$ cat config.mk
export PLATFORM = sky130hd
export DESIGN_NAME = m68k_opcode_class_decoder
export DESIGN_NICKNAME = d
export VERILOG_FILES = /design/src/rtl/core/m68k_pkg.sv /design/src/rtl/core/m68k_dec_core.sv /design/src/rtl/core/m68k_opcode_class_decoder.sv
export VERILOG_INCLUDE_DIRS = /design/src /design/src/rtl/core
export SDC_FILE = /design/constraint.sdc
export NUM_CORES = 1
export LEC_CHECK = 0
export BUFFER_PORTS_ARGS = -buffer_cell sky130_fd_sc_hd__buf_2
export CAP_MARGIN = 20
export CORE_UTILIZATION = 41
export CTS_CLUSTER_SIZE = 28
export DETAILED_ROUTE_END_ITERATION = 16
export PLACE_DENSITY_LB_ADDON = 0.3
export SYNTH_ARGS = -nofsm -noshare
export SYNTH_HDL_FRONTEND = slang
export SYNTH_SLANG_ARGS = --single-unit
$ cat constraint.sdc
create_clock -name clk -period 3.7 [get_ports clk]
set_clock_uncertainty 0.2 [all_clocks]
set_input_delay 0.37 -clock clk [delete_from_list [all_inputs] [get_ports clk]]
set_output_delay 0.37 -clock clk [all_outputs]
set_load 0.03 [all_outputs]
$ cat src/rtl/core/assert_macros.svh
// Assertion macros for the decoder RTL.
// Included by the top level; no other dependencies.
`ifndef ASSERT_MACROS_SVH
`define ASSERT_MACROS_SVH

// Immediate implication checked every clock, masked during reset.
`define ASSERT_IMPL(label, lhs, rhs) \
  label: assert property (@(posedge clk) disable iff (rst) (lhs) |-> (rhs)) \
    else $error("decoder assertion failed");

// Next-cycle implication checked every clock, masked during reset.
`define ASSERT_NEXT(label, lhs, rhs) \
  label: assert property (@(posedge clk) disable iff (rst) (lhs) |=> (rhs)) \
    else $error("decoder assertion failed");

`endif

$ cat src/rtl/core/m68k_pkg.sv
// Shared types and class codes for the 68000 opcode class decoder.
// No dependencies; used by m68k_dec_core and the top level.
`default_nettype none

package m68k_pkg;

  localparam int unsigned OPC_W = 16;
  localparam int unsigned CLS_W = 6;
  localparam int unsigned CC_W  = 4;

  // Internal decode result: class codes plus two markers above the class range.
  typedef logic [CLS_W:0] kind_t;

  localparam kind_t K_NONE     = 7'd0;
  localparam kind_t K_ABCD     = 7'd1;
  localparam kind_t K_ADD      = 7'd2;
  localparam kind_t K_ADDA     = 7'd3;
  localparam kind_t K_ADDI     = 7'd4;
  localparam kind_t K_ADDQ     = 7'd5;
  localparam kind_t K_ADDX     = 7'd6;
  localparam kind_t K_AND      = 7'd7;
  localparam kind_t K_ANDI     = 7'd8;
  localparam kind_t K_ANDI_CCR = 7'd9;
  localparam kind_t K_ANDI_SR  = 7'd10;
  localparam kind_t K_ASL      = 7'd11;
  localparam kind_t K_ASR      = 7'd12;
  localparam kind_t K_BCC      = 7'd13;
  localparam kind_t K_BCHG     = 7'd14;
  localparam kind_t K_BCLR     = 7'd15;
  localparam kind_t K_BSET     = 7'd16;
  localparam kind_t K_BTST     = 7'd17;
  localparam kind_t K_CLR      = 7'd18;
  localparam kind_t K_CMP      = 7'd19;
  localparam kind_t K_CMPA     = 7'd20;
  localparam kind_t K_CMPI     = 7'd21;
  localparam kind_t K_CMPM     = 7'd22;
  localparam kind_t K_DBCC     = 7'd23;
  localparam kind_t K_DIVS     = 7'd24;
  localparam kind_t K_DIVU     = 7'd25;
  localparam kind_t K_EOR      = 7'd26;
  localparam kind_t K_EORI     = 7'd27;
  localparam kind_t K_EXG      = 7'd28;
  localparam kind_t K_EXT      = 7'd29;
  localparam kind_t K_JMP      = 7'd30;
  localparam kind_t K_LEA      = 7'd31;
  localparam kind_t K_LSL      = 7'd32;
  localparam kind_t K_LSR      = 7'd33;
  localparam kind_t K_MOVE     = 7'd34;
  localparam kind_t K_MOVE_CCR = 7'd35;
  localparam kind_t K_MOVE_SR  = 7'd36;
  localparam kind_t K_MOVE_USP = 7'd37;
  localparam kind_t K_MOVEA    = 7'd38;
  localparam kind_t K_MOVEM    = 7'd39;
  localparam kind_t K_MOVEP    = 7'd40;
  localparam kind_t K_MOVEQ    = 7'd41;
  localparam kind_t K_MULS     = 7'd42;
  localparam kind_t K_MULU     = 7'd43;
  localparam kind_t K_NBCD     = 7'd44;
  localparam kind_t K_NEG      = 7'd45;
  localparam kind_t K_NOT      = 7'd46;
  localparam kind_t K_OR       = 7'd47;
  localparam kind_t K_ORI      = 7'd48;
  localparam kind_t K_ROL      = 7'd49;
  localparam kind_t K_ROR      = 7'd50;
  localparam kind_t K_ROXL     = 7'd51;
  localparam kind_t K_ROXR     = 7'd52;
  localparam kind_t K_SBCD     = 7'd53;
  localparam kind_t K_SCC      = 7'd54;
  localparam kind_t K_SUB      = 7'd55;
  localparam kind_t K_SUBA     = 7'd56;
  localparam kind_t K_SUBI     = 7'd57;
  localparam kind_t K_SUBQ     = 7'd58;
  localparam kind_t K_SUBX     = 7'd59;
  localparam kind_t K_SWAP     = 7'd60;
  localparam kind_t K_TAS      = 7'd61;
  localparam kind_t K_TST      = 7'd62;
  localparam kind_t K_UNLK     = 7'd63;
  localparam kind_t K_UNIMP    = 7'd64;
  localparam kind_t K_STOP     = 7'd65;

  // Immediate low byte selecting the CCR / SR forms in line 0.
  localparam logic [7:0] LO_CCR = 8'h3C;
  localparam logic [7:0] LO_SR  = 8'h7C;

  typedef struct packed {
    logic             unimp;
    logic             halt;
    logic [CC_W-1:0]  cond;
    logic [CLS_W-1:0] cls;
  } res_t;

endpackage

`default_nettype wire

$ cat src/rtl/core/m68k_dec_core.sv
// Combinational decode tree: opcode word and odd-address flag to result fields.
// Depends on m68k_pkg.
`default_nettype none

module m68k_dec_core (
  input  wire logic [m68k_pkg::OPC_W-1:0] word,
  input  wire logic                       odd,
  output m68k_pkg::res_t                  res
);

  function automatic m68k_pkg::kind_t dec_line0(input logic [3:0] nib, input logic [7:0] lo);
    m68k_pkg::kind_t k;
    k = m68k_pkg::K_UNIMP;
    if (nib[0]) begin
      case (lo[7:6])
        2'd0:    k = m68k_pkg::K_BTST;
        2'd1:    k = m68k_pkg::K_BCHG;
        2'd2:    k = (lo[5:3] == 3'b001) ? m68k_pkg::K_MOVEP : m68k_pkg::K_BCLR;
        default: k = m68k_pkg::K_BSET;
      endcase
    end else begin
      case (nib)
        4'd0: begin
          k = (lo == m68k_pkg::LO_CCR || lo == m68k_pkg::LO_SR) ? m68k_pkg::K_UNIMP
                                                                : m68k_pkg::K_ORI;
        end
        4'd2: begin
          if (lo == m68k_pkg::LO_CCR)     k = m68k_pkg::K_ANDI_CCR;
          else if (lo == m68k_pkg::LO_SR) k = m68k_pkg::K_ANDI_SR;
          else                            k = m68k_pkg::K_ANDI;
        end
        4'd4:  k = m68k_pkg::K_SUBI;
        4'd6:  k = m68k_pkg::K_ADDI;
        4'd10: begin
          k = (lo == m68k_pkg::LO_CCR || lo == m68k_pkg::LO_SR) ? m68k_pkg::K_UNIMP
                                                                : m68k_pkg::K_EORI;
        end
        4'd12:   k = m68k_pkg::K_CMPI;
        default: k = m68k_pkg::K_UNIMP;
      endcase
    end
    return k;
  endfunction

  function automatic m68k_pkg::kind_t dec_line4(input logic [3:0] nib, input logic [7:0] lo);
    m68k_pkg::kind_t k;
    logic [1:0] sz;
    logic [2:0] mode;
    sz   = lo[7:6];
    mode = lo[5:3];
    k    = m68k_pkg::K_UNIMP;
    if (nib[0]) begin
      k = (sz == 2'd3) ? m68k_pkg::K_LEA : m68k_pkg::K_UNIMP;
    end else begin
      case (nib)
        4'd0: k = (sz == 2'd3) ? m68k_pkg::K_MOVE_SR : m68k_pkg::K_NEG;
        4'd2: k = m68k_pkg::K_CLR;
        4'd4: k = (sz == 2'd3) ? m68k_pkg::K_MOVE_CCR : m68k_pkg::K_NEG;
        4'd6: k = (sz == 2'd3) ? m68k_pkg::K_MOVE_SR : m68k_pkg::K_NOT;
        4'd8: begin
          case (sz)
            2'd0:    k = m68k_pkg::K_NBCD;
            2'd1:    k = (mode == 3'd0) ? m68k_pkg::K_SWAP : m68k_pkg::K_UNIMP;
            2'd2:    k = (mode == 3'd0) ? m68k_pkg::K_EXT : m68k_pkg::K_MOVEM;
            default: k = m68k_pkg::K_MOVEM;
          endcase
        end
        4'd10: k = (sz == 2'd3) ? m68k_pkg::K_TAS : m68k_pkg::K_TST;
        4'd12: k = sz[1] ? m68k_pkg::K_MOVEM : m68k_pkg::K_UNIMP;
        4'd14: begin
          if (sz == 2'd3)                      k = m68k_pkg::K_JMP;
          else if (sz != 2'd1)                 k = m68k_pkg::K_UNIMP;
          else if (mode == 3'd3)               k = m68k_pkg::K_UNLK;
          else if (mode == 3'd5)               k = m68k_pkg::K_MOVE_USP;
          else if (mode == 3'd6 && lo[2:0] == 3'd1) k = m68k_pkg::K_NONE;  // NOP
          else if (mode == 3'd6 && lo[2:0] == 3'd2) k = m68k_pkg::K_STOP;
          else                                 k = m68k_pkg::K_UNIMP;
        end
        default: k = m68k_pkg::K_UNIMP;
      endcase
    end
    return k;
  endfunction

  // Shared shape of lines 9 and 13: the address form (size field 3) wins over the X form.
  function automatic m68k_pkg::kind_t dec_arith(input logic [3:0] nib, input logic [7:0] lo,
                                                input m68k_pkg::kind_t plain,
                                                input m68k_pkg::kind_t addr,
                                                input m68k_pkg::kind_t ext);
    m68k_pkg::kind_t k;
    if (lo[7:6] == 2'd3)                  k = addr;
    else if (nib[0] && lo[5:4] == 2'd0)   k = ext;
    else                                  k = plain;
    return k;
  endfunction

  function automatic m68k_pkg::kind_t dec_shift(input logic [3:0] nib, input logic [7:0] lo);
    m68k_pkg::kind_t k;
    logic [1:0] kind;
    kind = (lo[7:6] == 2'd3) ? nib[2:1] : lo[4:3];
    case (kind)
      2'd0:    k = nib[0] ? m68k_pkg::K_ASL  : m68k_pkg::K_ASR;
      2'd1:    k = nib[0] ? m68k_pkg::K_LSL  : m68k_pkg::K_LSR;
      2'd2:    k = nib[0] ? m68k_pkg::K_ROXL : m68k_pkg::K_ROXR;
      default: k = nib[0] ? m68k_pkg::K_ROL  : m68k_pkg::K_ROR;
    endcase
    // memory shifts with bit 11 set have no handled class
    if (lo[7:6] == 2'd3 && nib[3]) k = m68k_pkg::K_UNIMP;
    return k;
  endfunction

  logic [3:0]      line;
  logic [3:0]      nib;
  logic [7:0]      lo;
  logic [1:0]      sz;
  m68k_pkg::kind_t kind;
  logic            halted;

  assign line   = word[15:12];
  assign nib    = word[11:8];
  assign lo     = word[7:0];
  assign sz     = lo[7:6];
  assign halted = odd || (word == '0);

  always_comb begin
    case (line)
      4'd0: kind = dec_line0(nib, lo);
      4'd1: kind = m68k_pkg::K_MOVE;
      4'd2, 4'd3: kind = (!nib[0] && sz == 2'd1) ? m68k_pkg::K_MOVEA : m68k_pkg::K_MOVE;
      4'd4: kind = dec_line4(nib, lo);
      4'd5: begin
        if (sz == 2'd3) kind = (lo[5:3] == 3'd1) ? m68k_pkg::K_DBCC : m68k_pkg::K_SCC;
        else            kind = nib[0] ? m68k_pkg::K_SUBQ : m68k_pkg::K_ADDQ;
      end
      4'd6: kind = (nib == 4'd1) ? m68k_pkg::K_UNIMP : m68k_pkg::K_BCC;  // BSR not handled
      4'd7: kind = nib[0] ? m68k_pkg::K_UNIMP : m68k_pkg::K_MOVEQ;
      4'd8: begin
        if (nib[0] && sz == 2'd0)
          kind = (lo[5:4] == 2'd0) ? m68k_pkg::K_SBCD : m68k_pkg::K_OR;
        else if (sz == 2'd3)
          kind = nib[0] ? m68k_pkg::K_DIVS : m68k_pkg::K_DIVU;
        else
          kind = m68k_pkg::K_OR;
      end
      4'd9: kind = dec_arith(nib, lo, m68k_pkg::K_SUB, m68k_pkg::K_SUBA, m68k_pkg::K_SUBX);
      4'd11: begin
        if (sz == 2'd3) kind = m68k_pkg::K_CMPA;
        else if (nib[0]) kind = (lo[5:3] == 3'b001) ? m68k_pkg::K_CMPM : m68k_pkg::K_EOR;
        else kind = m68k_pkg::K_CMP;
      end
      4'd12: begin
        if (nib[0] && lo[7:4] == 4'd0)
          kind = m68k_pkg::K_ABCD;
        else if (nib[0] && (lo[7:4] == 4'h4 || lo[7:3] == 5'b10001))
          kind = m68k_pkg::K_EXG;
        else if (sz == 2'd3)
          kind = nib[0] ? m68k_pkg::K_MULS : m68k_pkg::K_MULU;
        else
          kind = m68k_pkg::K_AND;
      end
      4'd13: kind = dec_arith(nib, lo, m68k_pkg::K_ADD, m68k_pkg::K_ADDA, m68k_pkg::K_ADDX);
      4'd14: kind = dec_shift(nib, lo);
      default: kind = m68k_pkg::K_UNIMP;  // line A and line F
    endcase
  end

  always_comb begin
    res = '0;
    if (halted) begin
      res.halt = 1'b1;
    end else if (kind == m68k_pkg::K_UNIMP) begin
      res.unimp = 1'b1;
    end else if (kind == m68k_pkg::K_STOP) begin
      res.halt = 1'b1;
    end else begin
      res.cls = kind[m68k_pkg::CLS_W-1:0];
      if (kind == m68k_pkg::K_BCC || kind == m68k_pkg::K_SCC || kind == m68k_pkg::K_DBCC)
        res.cond = nib;
    end
  end

endmodule

`default_nettype wire

$ cat src/rtl/core/m68k_opcode_class_decoder.sv
// Top level of the 68000 opcode class decoder: input register, decode, result register.
// Depends on m68k_pkg, m68k_dec_core and assert_macros.svh.
//
// Usage:
//   s_* channel carries one opcode word per transaction (tdata) with the
//   odd-fetch-address flag in tuser. m_* channel returns one result per
//   input transaction: class number and condition field in tdata, halt and
//   unimplemented flags in tuser.
//   An accepted word is captured in the input register; the decode tree
//   feeds the result register, whose contents are presented on m_*.
//   Throughput: one transaction per cycle while m_tready stays high; the only
//   logic between the two registers is the single-pass decode tree.
//   Reset (rst, synchronous, active high) empties both stages; no results
//   are pending afterwards.
//   When m_tready is low the result register holds; the input register still
//   takes a word while it is empty, so s_tready falls only once both stages
//   are full. Results come out in input order, none dropped or repeated.
`default_nettype none

`include "assert_macros.svh"

module m68k_opcode_class_decoder (
  input  wire logic        clk,
  input  wire logic        rst,
  input  wire logic        s_tvalid,
  output logic             s_tready,
  input  wire logic [15:0] s_tdata,   // [15:0] opcode_word
  input  wire logic [0:0]  s_tuser,   // [0] address_odd
  output logic             m_tvalid,
  input  wire logic        m_tready,
  output logic [15:0]      m_tdata,   // [5:0] instr_class, [9:6] cond_code, [15:10] zero
  output logic [1:0]       m_tuser    // [0] halt_flag, [1] unimplemented
);

  logic                             in_valid;
  logic [m68k_pkg::OPC_W-1:0]       in_word;
  logic                             in_odd;
  logic                             out_valid;
  m68k_pkg::res_t                   out_res;
  m68k_pkg::res_t                   dec_res;
  logic                             advance;

  m68k_dec_core u_dec (
    .word (in_word),
    .odd  (in_odd),
    .res  (dec_res)
  );

  assign advance  = !out_valid || m_tready;
  assign s_tready = !in_valid || advance;

  always_ff @(posedge clk) begin
    if (rst) begin
      in_valid  <= 1'b0;
      out_valid <= 1'b0;
    end else begin
      if (s_tready) begin
        in_valid <= s_tvalid;
      end
      if (advance) begin
        out_valid <= in_valid;
      end
    end
    if (s_tready && s_tvalid) begin
      in_word <= s_tdata;
      in_odd  <= s_tuser[0];
    end
    if (advance && in_valid) begin
      out_res <= dec_res;
    end
  end

  assign m_tvalid = out_valid;
  assign m_tdata  = {6'd0, out_res.cond, out_res.cls};
  assign m_tuser  = {out_res.unimp, out_res.halt};

  // a delivered result never carries both flags, and flagged results have no class
  `ASSERT_IMPL(a_flags_exclusive, m_tvalid, !(out_res.halt && out_res.unimp))
  `ASSERT_IMPL(a_flag_no_class, m_tvalid && (out_res.halt || out_res.unimp), out_res.cls == '0)
  // condition field only for the conditional classes
  `ASSERT_IMPL(a_cond_only_cc, m_tvalid && out_res.cond != '0,
               out_res.cls == m68k_pkg::K_BCC[m68k_pkg::CLS_W-1:0] ||
               out_res.cls == m68k_pkg::K_SCC[m68k_pkg::CLS_W-1:0] ||
               out_res.cls == m68k_pkg::K_DBCC[m68k_pkg::CLS_W-1:0])
  // back-pressure reaches the input only when both stages hold an item
  `ASSERT_IMPL(a_ready_full, !s_tready, in_valid && out_valid && !m_tready)
  // a held word in the input stage moves to the output once it drains
  `ASSERT_NEXT(a_stage_moves, in_valid && advance, out_valid)

endmodule

`default_nettype wire

## After elaboration in Yosys (flattened, before gate mapping)

Index checks and enable logic that the tools add are counted.

| storage, ports and cells | value |
|---|---|
| register bits after elaboration | 31 |
| bits of input ports | 21 |
| logic and storage cells | 141 |

| operators by class | value |
|---|---|
| equal/unequal tests | 42 |
| muxes and demuxes | 59 |
| bitwise gates (word level) | 1 |
| reduce and logical (&&, ||, !) cells | 31 |

Operators with widths:

| operator | count |
|---|---|
| $mux W7 | 26 |
| $pmux W7 S13 | 1 |
| $pmux W7 S3 | 3 |
| $pmux W7 S8 | 1 |
| $pmux W7 S6 | 1 |
| $eq A4 B4 Y1 const B | 10 |
| $eq A4 B3 Y1 const B | 7 |
| $mux W4 | 6 |
| $mux W6 | 4 |
| $logic_not A16 Y1 | 1 |
| $eq A7 B7 Y1 const B | 2 |
| $eq A4 B2 Y1 const B | 3 |
| $logic_not A4 Y1 | 3 |
| $mux W3 | 4 |
| $mux W11 | 1 |
| $logic_and A1 B1 Y1 | 10 |
| $mux W10 | 1 |
| $eq A4 B1 Y1 const B | 2 |
| $eq A8 B6 Y1 const B | 1 |
| $eq A8 B7 Y1 const B | 1 |
| $mux W2 | 4 |
| $eq A7 B4 Y1 const B | 1 |
| $eq A7 B5 Y1 const B | 1 |
| $eq A7 B6 Y1 const B | 1 |
| other kinds (17) | 38 |

## Depth between registers and ports, before layout

Gate-level depths: netlist of the first run.

| logic depth | value |
|---|---|
| depth after elaboration | 17 |
| mapped depth | 12 |
| mapped depth without buffers | 10 |

## Cells and area by module

Synthesis of the first run repeated with hierarchy kept, for this count alone.

| second synthesis, totals | value |
|---|---|
| cells, all modules | 333 |
| area total of the unflattened synthesis | 2798.9 µm² |

By module, submodules not included:

| module | instances | cells each | area each (µm²) | sequential area each (µm²) |
|---|---|---|---|---|
| m68k_dec_core | 1 | 287 | 1775.5 | 0.0 |
| m68k_opcode_class_decoder | 1 | 46 | 1023.5 | 910.9 |

## Least setup slack after synthesis of the first run

Ideal clock, no wire load.

| timing | value |
|---|---|
| kind | reg-to-reg |
| from | reg in_word[7] (netlist name) |
| to | reg out_res, in the netlist m_tdata[8], data pin |
| setup time | 160 ps |
| arrival time | 2439 ps |
| data required time | 3340 ps |
| slack | 901 ps |
| stages on the path, launching flop included | 12 |
| clock period less this slack | 2799 ps |
| path through | edfxtp_1 > inv_1 > ha_1 > buf_4 > nand2_1 > o311ai_0 > a31oi_1 > a311oi_1 > o221ai_1 > nor4b_4 > a21oi_2 > nor3b_1 |

| between the ends | value |
|---|---|
| longest elaborated chain between the ends | 11 |
| elaborated cells on any way between the ends | 63 |
| classes of those cells | eq/ne: 15; mux: 32; bitwise: 1; reduce/logical: 15 |

RTL lines:

| item | line | RTL |
|---|---|---|
| from (decl) | m68k_opcode_class_decoder.sv:36 | `logic [m68k_pkg::OPC_W-1:0] in_word;` |
| from (signal assigned) | m68k_opcode_class_decoder.sv:65 | `in_word <= s_tdata;` |
| $eq A8 B7 Y1, or another cell as far along | m68k_dec_core.sv:24, m68k_dec_core.sv:29, m68k_dec_core.sv:35 |  |
| $mux W2, or another cell as far along | m68k_dec_core.sv:29 | `else if (lo == m68k_pkg::LO_SR) k = m68k_pkg::K_ANDI_SR;` |
| $mux W7, or another cell as far along | m68k_dec_core.sv:28 | `if (lo == m68k_pkg::LO_CCR) k = m68k_pkg::K_ANDI_CCR;` |
| $pmux W7 S6, or another cell as far along | m68k_dec_core.sv:22 | `case (nib)` |
| $mux W7, on equally long branches | n/a |  |
| $pmux W7 S13 | m68k_dec_core.sv:126 | `case (line)` |
| $eq A7 B4 Y1 / $eq A7 B6 Y1 (equally long branches) | m68k_dec_core.sv:177 | `if (kind == m68k_pkg::K_BCC \|\| kind == m68k_pkg::K_SCC \|\| kind == m68k_pkg::K_DBCC)` |
| $logic_or A1 B1 Y1 (2 in series) | m68k_dec_core.sv:177 |  |
| $not A1 Y1 (no line) | n/a |  |
| $reduce_or A4 Y1 (no line) (*) | n/a |  |
| to (signal assigned) | m68k_opcode_class_decoder.sv:69 | `out_res <= dec_res;` |
| to (decl) | m68k_opcode_class_decoder.sv:39 | `m68k_pkg::res_t out_res;` |

Every way passes the cells marked *; elsewhere a longest branch is shown, timed or not.
A chain may end at the register's enable or synchronous reset.

## Final worst setup path of the first run

| timing | value |
|---|---|
| from | reg in_word[7] (netlist name) |
| to | reg out_res, in the netlist m_tdata[7], data pin |

Same word-level chain as after synthesis.

==> impl_metrics.env, run 1 <==
export IMPL_outcome="finished clean"
export IMPL_leakagePower_nw=1.12
export IMPL_crit_arrival_ps=3190
export IMPL_cts_tree="built"
export IMPL_ys_ff_latch=31
export IMPL_synth_ff_type="edfxtp_1"
export IMPL_fin_crit_ps=3350
export IMPL_port_buffers=34
export IMPL_core_area_mm2=0.00694
export IMPL_synth_cell_types=88
export IMPL_htree_levels=2
export IMPL_die_area_mm2=0.00766
export IMPL_worstMarginPinSlew_ps=924
export IMPL_grt_pass1_vias=2496
export IMPL_final_nets=366
export IMPL_synth_mux_area_frac=0.0217
export IMPL_ctsResizeCount=0
export IMPL_hold_end="in_valid"
export IMPL_gr_total_overflow=0
export IMPL_drive_gt1_frac=0.264
export IMPL_synth_async_reset_ratio=0
export IMPL_rsz0062_at_grt="false"
export IMPL_cp_start_kind="flop"
export IMPL_initial_core_util=0.432
export IMPL_syn_avg_cell_area_um2=9.49
export IMPL_synth_fa_ha_area_frac=0.0242
export IMPL_synth_top_family_by_area="simple AND/OR/NAND/NOR gates"
export IMPL_ir_worst_vdd_v=0.000126
export IMPL_synth_compound_area_frac=0.229
export IMPL_hp_class="input port to flop"
export IMPL_placed_area_mm2=0.00309
export IMPL_antenna_found_initial=0
export IMPL_vias=2708
export IMPL_ys_seq_area_frac=0.304
export IMPL_max_cap_viol_count=0
export IMPL_finalSetupTns_ps=0
export IMPL_clock_sinks=31
export IMPL_clock_path_buffers=2
export IMPL_min_delay_start="rst"
export IMPL_dr_pass1_iters=5
export IMPL_fin_crit_sh=0.905
export IMPL_std_cell_rows=30
export IMPL_r2r_end="m_tdata[7]"
export IMPL_gp_congestion=0.994
export IMPL_die_y_um=87.5
export IMPL_r2r_start="in_word[7]"
export IMPL_whs_path_depth=2
export IMPL_cp_max_fo=18
export IMPL_slew_headroom=0.382
export IMPL_yosys_warnings=0
export IMPL_post_cts_setup_buffer_count=0
export IMPL_drc_errors=0
export IMPL_grt_max_degree=23
export IMPL_power_density_mw_per_mm2=311
export IMPL_hold_ws_ps=34.4
export IMPL_post_drt_wl_per_cell_um=19.2
export IMPL_dp_hpwl_um=6080
export IMPL_rrSetupSlack_ps=350
export IMPL_postRouteAntennaNets=0
export IMPL_hold_violations=0
export IMPL_design_area_mm2=0.00319
export IMPL_synth_xor_xnor_area_share=0.0142
export IMPL_cts_buffers=5
export IMPL_wirelength_um=8410
export IMPL_crit_required_ps=3540
export IMPL_synthCells=316
export IMPL_area_growth_pct=6.30
export IMPL_clkTransAtPathRegs_ps=80
export IMPL_synth_edf_count=29
export IMPL_setup_viol=0
export IMPL_rr_worst_depth=10
export IMPL_syn_area_mm2=0.00300
export IMPL_cts_hold_buf=0
export IMPL_die_w_um=87.5
export IMPL_grt_pass1_wl_um=13300
export IMPL_grt_use_total=0.233
export IMPL_drt_iter0_drc=378
export IMPL_antennaDiodeCount=0
export IMPL_via_per_inst=6.20
export IMPL_nFillCells=689
export IMPL_clock_latency_ps=300
export IMPL_timing_fmax_ghz=0.299
export IMPL_setup_worst_path_class="flop to flop"
export IMPL_ioPinCount=41
export IMPL_drv_slew=0
export IMPL_synthSimpleGateAreaFrac=0.287
export IMPL_cts_root_buf="clkbuf_8"
export IMPL_crit_path_end_kind="flop"
[state kept, by name, indices dropped and copies added (netlist names)]
name	flops
m_tvalid	1
in_valid	1
m_tuser	2
m_tdata	10
in_odd	1
in_word	16
[where the power goes]
group,total (mW),internal [mW],switching [mW]
combinational,0.241,0.0932,0.148
clock,0.303,0.149,0.154
sequential,0.447,0.407,0.0402
total,0.991,0.649,0.342
[routing by layer]
metal,wire [um],part of all wire,GRT usage,vias to the layer above
met5,0,0,0,-
met4,399,0.047,0.130,0
met3,651,0.077,0.0370,34
met2,3870,0.46,0.356,152
met1,3490,0.41,0.314,1277
li1,-,-,-,1245
[final cells by class]
cell class | count | area, um2 | area share
multi-input cells | 242 | 1750 | 0.549
flip-flops and latches | 31 | 911 | 0.286
repair buffers | 46 | 260 | 0.0816
well taps | 96 | 120 | 0.0377
clock buffers | 6 | 82.6 | 0.0259
inverters | 14 | 52.6 | 0.0165
clock inverters | 2 | 11.3 | 0.00353
[logic make-up after synthesis]
logic type      Yosys count
buf+inv                  48
mux                       5
compound gates           94
xor+xnor                  4
fa+ha+maj                 6
flops                    31
simple gates            127
other cells               1
[cell usage in the layout (no fill, tap or decap), types with 7 or more instances in the layout]
cell type / instances
a21oi_1: 20
nor2b_1: 7
nand2_1: 20
inv_1: 14
nor2_1: 22
buf_4: 12
o21ai_0: 14
a31oi_1: 7
buf_2: 34
nor3_1: 13
edfxtp_1: 29
nand3_1: 7
[how the worst max path moves through the flow]
stage,startpoint,to,cells past startpoint
3_3_place_gp,in_word[7],m_tdata[8],10
4_1_cts,in_word[7],m_tdata[8],10
6_report,in_word[7],m_tdata[7],10
3_5_place_dp,in_word[7],m_tdata[8],10
5_1_grt,in_word[7],m_tdata[8],10
2_1_floorplan,in_word[7],m_tdata[8],11
[cell usage after synthesis (4+ instances only)]
cell,n,area (um2)
nor4_1,5,31.3
nand3_1,7,35.0
edfxtp_1,29,871
buf_6,8,90.1
nand2_1,20,75.1
a21oi_1,20,100
a31oi_1,7,43.8
or3_1,6,37.5
o21ai_0,14,70.1
inv_1,14,52.6
buf_4,10,75.1
o311ai_0,5,43.8
buf_2,7,35.0
a211oi_1,4,30.0
nor2b_1,7,43.8
clkbuf_8,7,96.3
nor3_1,13,65.1
ha_1,5,62.6
nor2_1,22,82.6
[per-stage QoR]
stage | std cells | utilization | setup WS, ps | power [mW]
floorplan | 321 | - | 901 | 0.642
global placement | 429 | 0.446 | 452 | 0.693
detailed placement | 429 | 0.446 | 410 | 0.690
CTS | 437 | 0.459 | 390 | 0.989
global route | 437 | 0.459 | 117 | 1.03
finish | 437 | 0.459 | 351 | 0.991
[critical path: stages (launching register included)]
cell	delay, ps
edfxtp_1	550
ha_1	390
buf_4	270
or2_2	320
o21ai_0	170
a221oi_1	110
nor4_1	420
o211ai_1	190
nor4b_4	180
a21oi_2	200
nor3_1	70
Power figures use the tool's default switching activity.
==> run 2: changes to the inputs <==
Settings changed: PLACE_DENSITY_LB_ADDON 0.3 to default, SLEW_MARGIN from default to 0.
==> run 2 against run 1 <==
- non-clock buffer count stayed put
- register-to-register slack got worse by 50 ps
- routed wire length decreased by 5.3%
- critical path type unchanged
- highest routed layer unchanged
==> impl_metrics.env, run 2 (synthesized netlist as in run 1, its figures left out) <==
export IMPL_crit_required_ps=3610
export IMPL_clock_sinks=31
export IMPL_p_total_mw=1.05
export IMPL_design_area_mm2=0.00321
export IMPL_clock_path_buffers=2
export IMPL_r2r_start="in_word[7]"
export IMPL_drc_errors=0
export IMPL_crit_arrival_ps=3310
export IMPL_worstMarginPinSlew_ps=942
export IMPL_cts_tree="built"
export IMPL_dpl_worst_slack_ps=394
export IMPL_pwr_share_clk=0.344
export IMPL_cp_start_kind="flop"
export IMPL_final_cell_mix="buf_2 (34), edfxtp_1 (29), nor2_1 (22), nand2_1 (20), a21oi_1 (20)"
export IMPL_setup_viol=0
export IMPL_met1_length_um=3380
export IMPL_grt_pass1_wl_um=12500
export IMPL_cp_max_fo=13
export IMPL_rr_worst_depth=10
export IMPL_gr_total_overflow=0
export IMPL_cts_hold_buf=0
export IMPL_die_area_mm2=0.00766
export IMPL_hold_violations=0
export IMPL_crit_end="m_tdata[7]"
export IMPL_clock_latency_ps=290
export IMPL_worst_slack_ps=299
export IMPL_setup_worst_path_start="in_word[7]"
export IMPL_r2r_end="m_tdata[7]"
export IMPL_fin_crit_ps=3400
export IMPL_finalSetupTns_ps=0
export IMPL_dp_cells=429
export IMPL_outcome="finished clean"
export IMPL_highest_layer="met4"
export IMPL_setup_worst_path_class="flop to flop"
export IMPL_core_area_mm2=0.00694
export IMPL_max_cap_viol_count=0
export IMPL_dr_pass1_iters=6
export IMPL_clkTransAtPathRegs_ps=70
export IMPL_placed_area_mm2=0.00309
export IMPL_hp_class="input port to flop"
export IMPL_timing_fmax_ghz=0.294
export IMPL_slew_headroom=0.371
export IMPL_crit_path_end_kind="flop"
export IMPL_post_cts_setup_buffer_count=0
export IMPL_port_buffers=34
export IMPL_hold_ws_ps=45.7
export IMPL_postRouteAntennaNets=0
export IMPL_drv_slew=0
export IMPL_nFillCells=701
export IMPL_drt_iter0_drc=369
export IMPL_ir_worst_vdd_v=0.000131
export IMPL_wl_met2_um=3610
export IMPL_p_switching_uw=327
export IMPL_rsz0062_at_grt="false"
export IMPL_mostFrequentLayoutCell="buf_2"
export IMPL_cts_buffers=5
export IMPL_wl_met3_um=667
export IMPL_drive_gt1_frac=0.267
export IMPL_p_comb_frac=0.236
export IMPL_antenna_found_initial=0
export IMPL_grt_max_degree=28
export IMPL_largest_register_ffs=16
export IMPL_grt_use_total=0.218
export IMPL_antennaDiodeCount=0
export IMPL_final_nets=366
export IMPL_largest_register="in_word"
export IMPL_cts_root_buf="clkbuf_8"
export IMPL_std_cell_rows=30
export IMPL_die_w_um=87.5
export IMPL_grt_pass1_vias=2405
export IMPL_power_density_mw_per_mm2=325
export IMPL_post_drt_wl_per_cell_um=18.2
export IMPL_pwr_share_seq=0.420
export IMPL_dp_hpwl_um=5780
export IMPL_htree_levels=2
export IMPL_fin_crit_sh=0.919
export IMPL_finalNonFillerCells=437
export IMPL_die_y_um=87.5
export IMPL_vias=2667
export IMPL_area_growth_pct=7.09
export IMPL_ioPinCount=41
export IMPL_final_util=0.463
export IMPL_wirelength_um=7960
export IMPL_power_internal_uw=718
export IMPL_via_per_inst=6.10
export IMPL_power_switching_share=0.313
export IMPL_initial_core_util=0.432
export IMPL_ctsResizeCount=0
export IMPL_leakagePower_nw=1.13
export IMPL_rrSetupSlack_ps=300
export IMPL_gp_congestion=0.965
run 2: routing by layer:
layer | vias to the layer above | track usage
met5 | - | 0
met4 | 0 | 0.0984
met3 | 29 | 0.0360
met2 | 160 | 0.339
met1 | 1231 | 0.296
li1 | 1247 | -
run 2: worst max-delay path, stage by stage, from the launching register on:
cell	delay [ps]
edfxtp_1	540
inv_1	180
ha_1	550
nand2_1	150
o311ai_0	310
a31oi_1	80
a311oi_1	270
o221ai_1	250
nor4b_4	340
a21oi_2	110
nor3_1	240
run 2: area by class of cell:
type	count	area, um2	area share
well taps	96	120	0.0374
clock buffers	6	82.6	0.0257
clock inverters	2	35.0	0.0109
inverters	14	52.6	0.0164
flip-flops and latches	31	911	0.284
multi-input cells	242	1750	0.545
repair buffers	46	260	0.0810
run 2: power by group through the flow:
stage	registers (mW)	logic, mW	clock network [mW]
after floorplan	0.442	0.200	0
after global placement	0.446	0.245	0
after detailed placement	0.446	0.243	0
after CTS	0.438	0.244	0.367
after global routing	0.442	0.266	0.383
final	0.439	0.247	0.360
run 2: worst min path at each step:
stage	from	to	slack, ps	depth (start not counted)
after floorplan	rst	in_valid	240	1
after global routing	s_tdata[4]	in_word[4]	30	1
after detailed placement	in_valid	m_tvalid	310	2
after CTS	s_tdata[0]	in_word[0]	40	1
after global placement	in_valid	m_tvalid	290	2
final	s_tdata[0]	in_word[0]	50	1
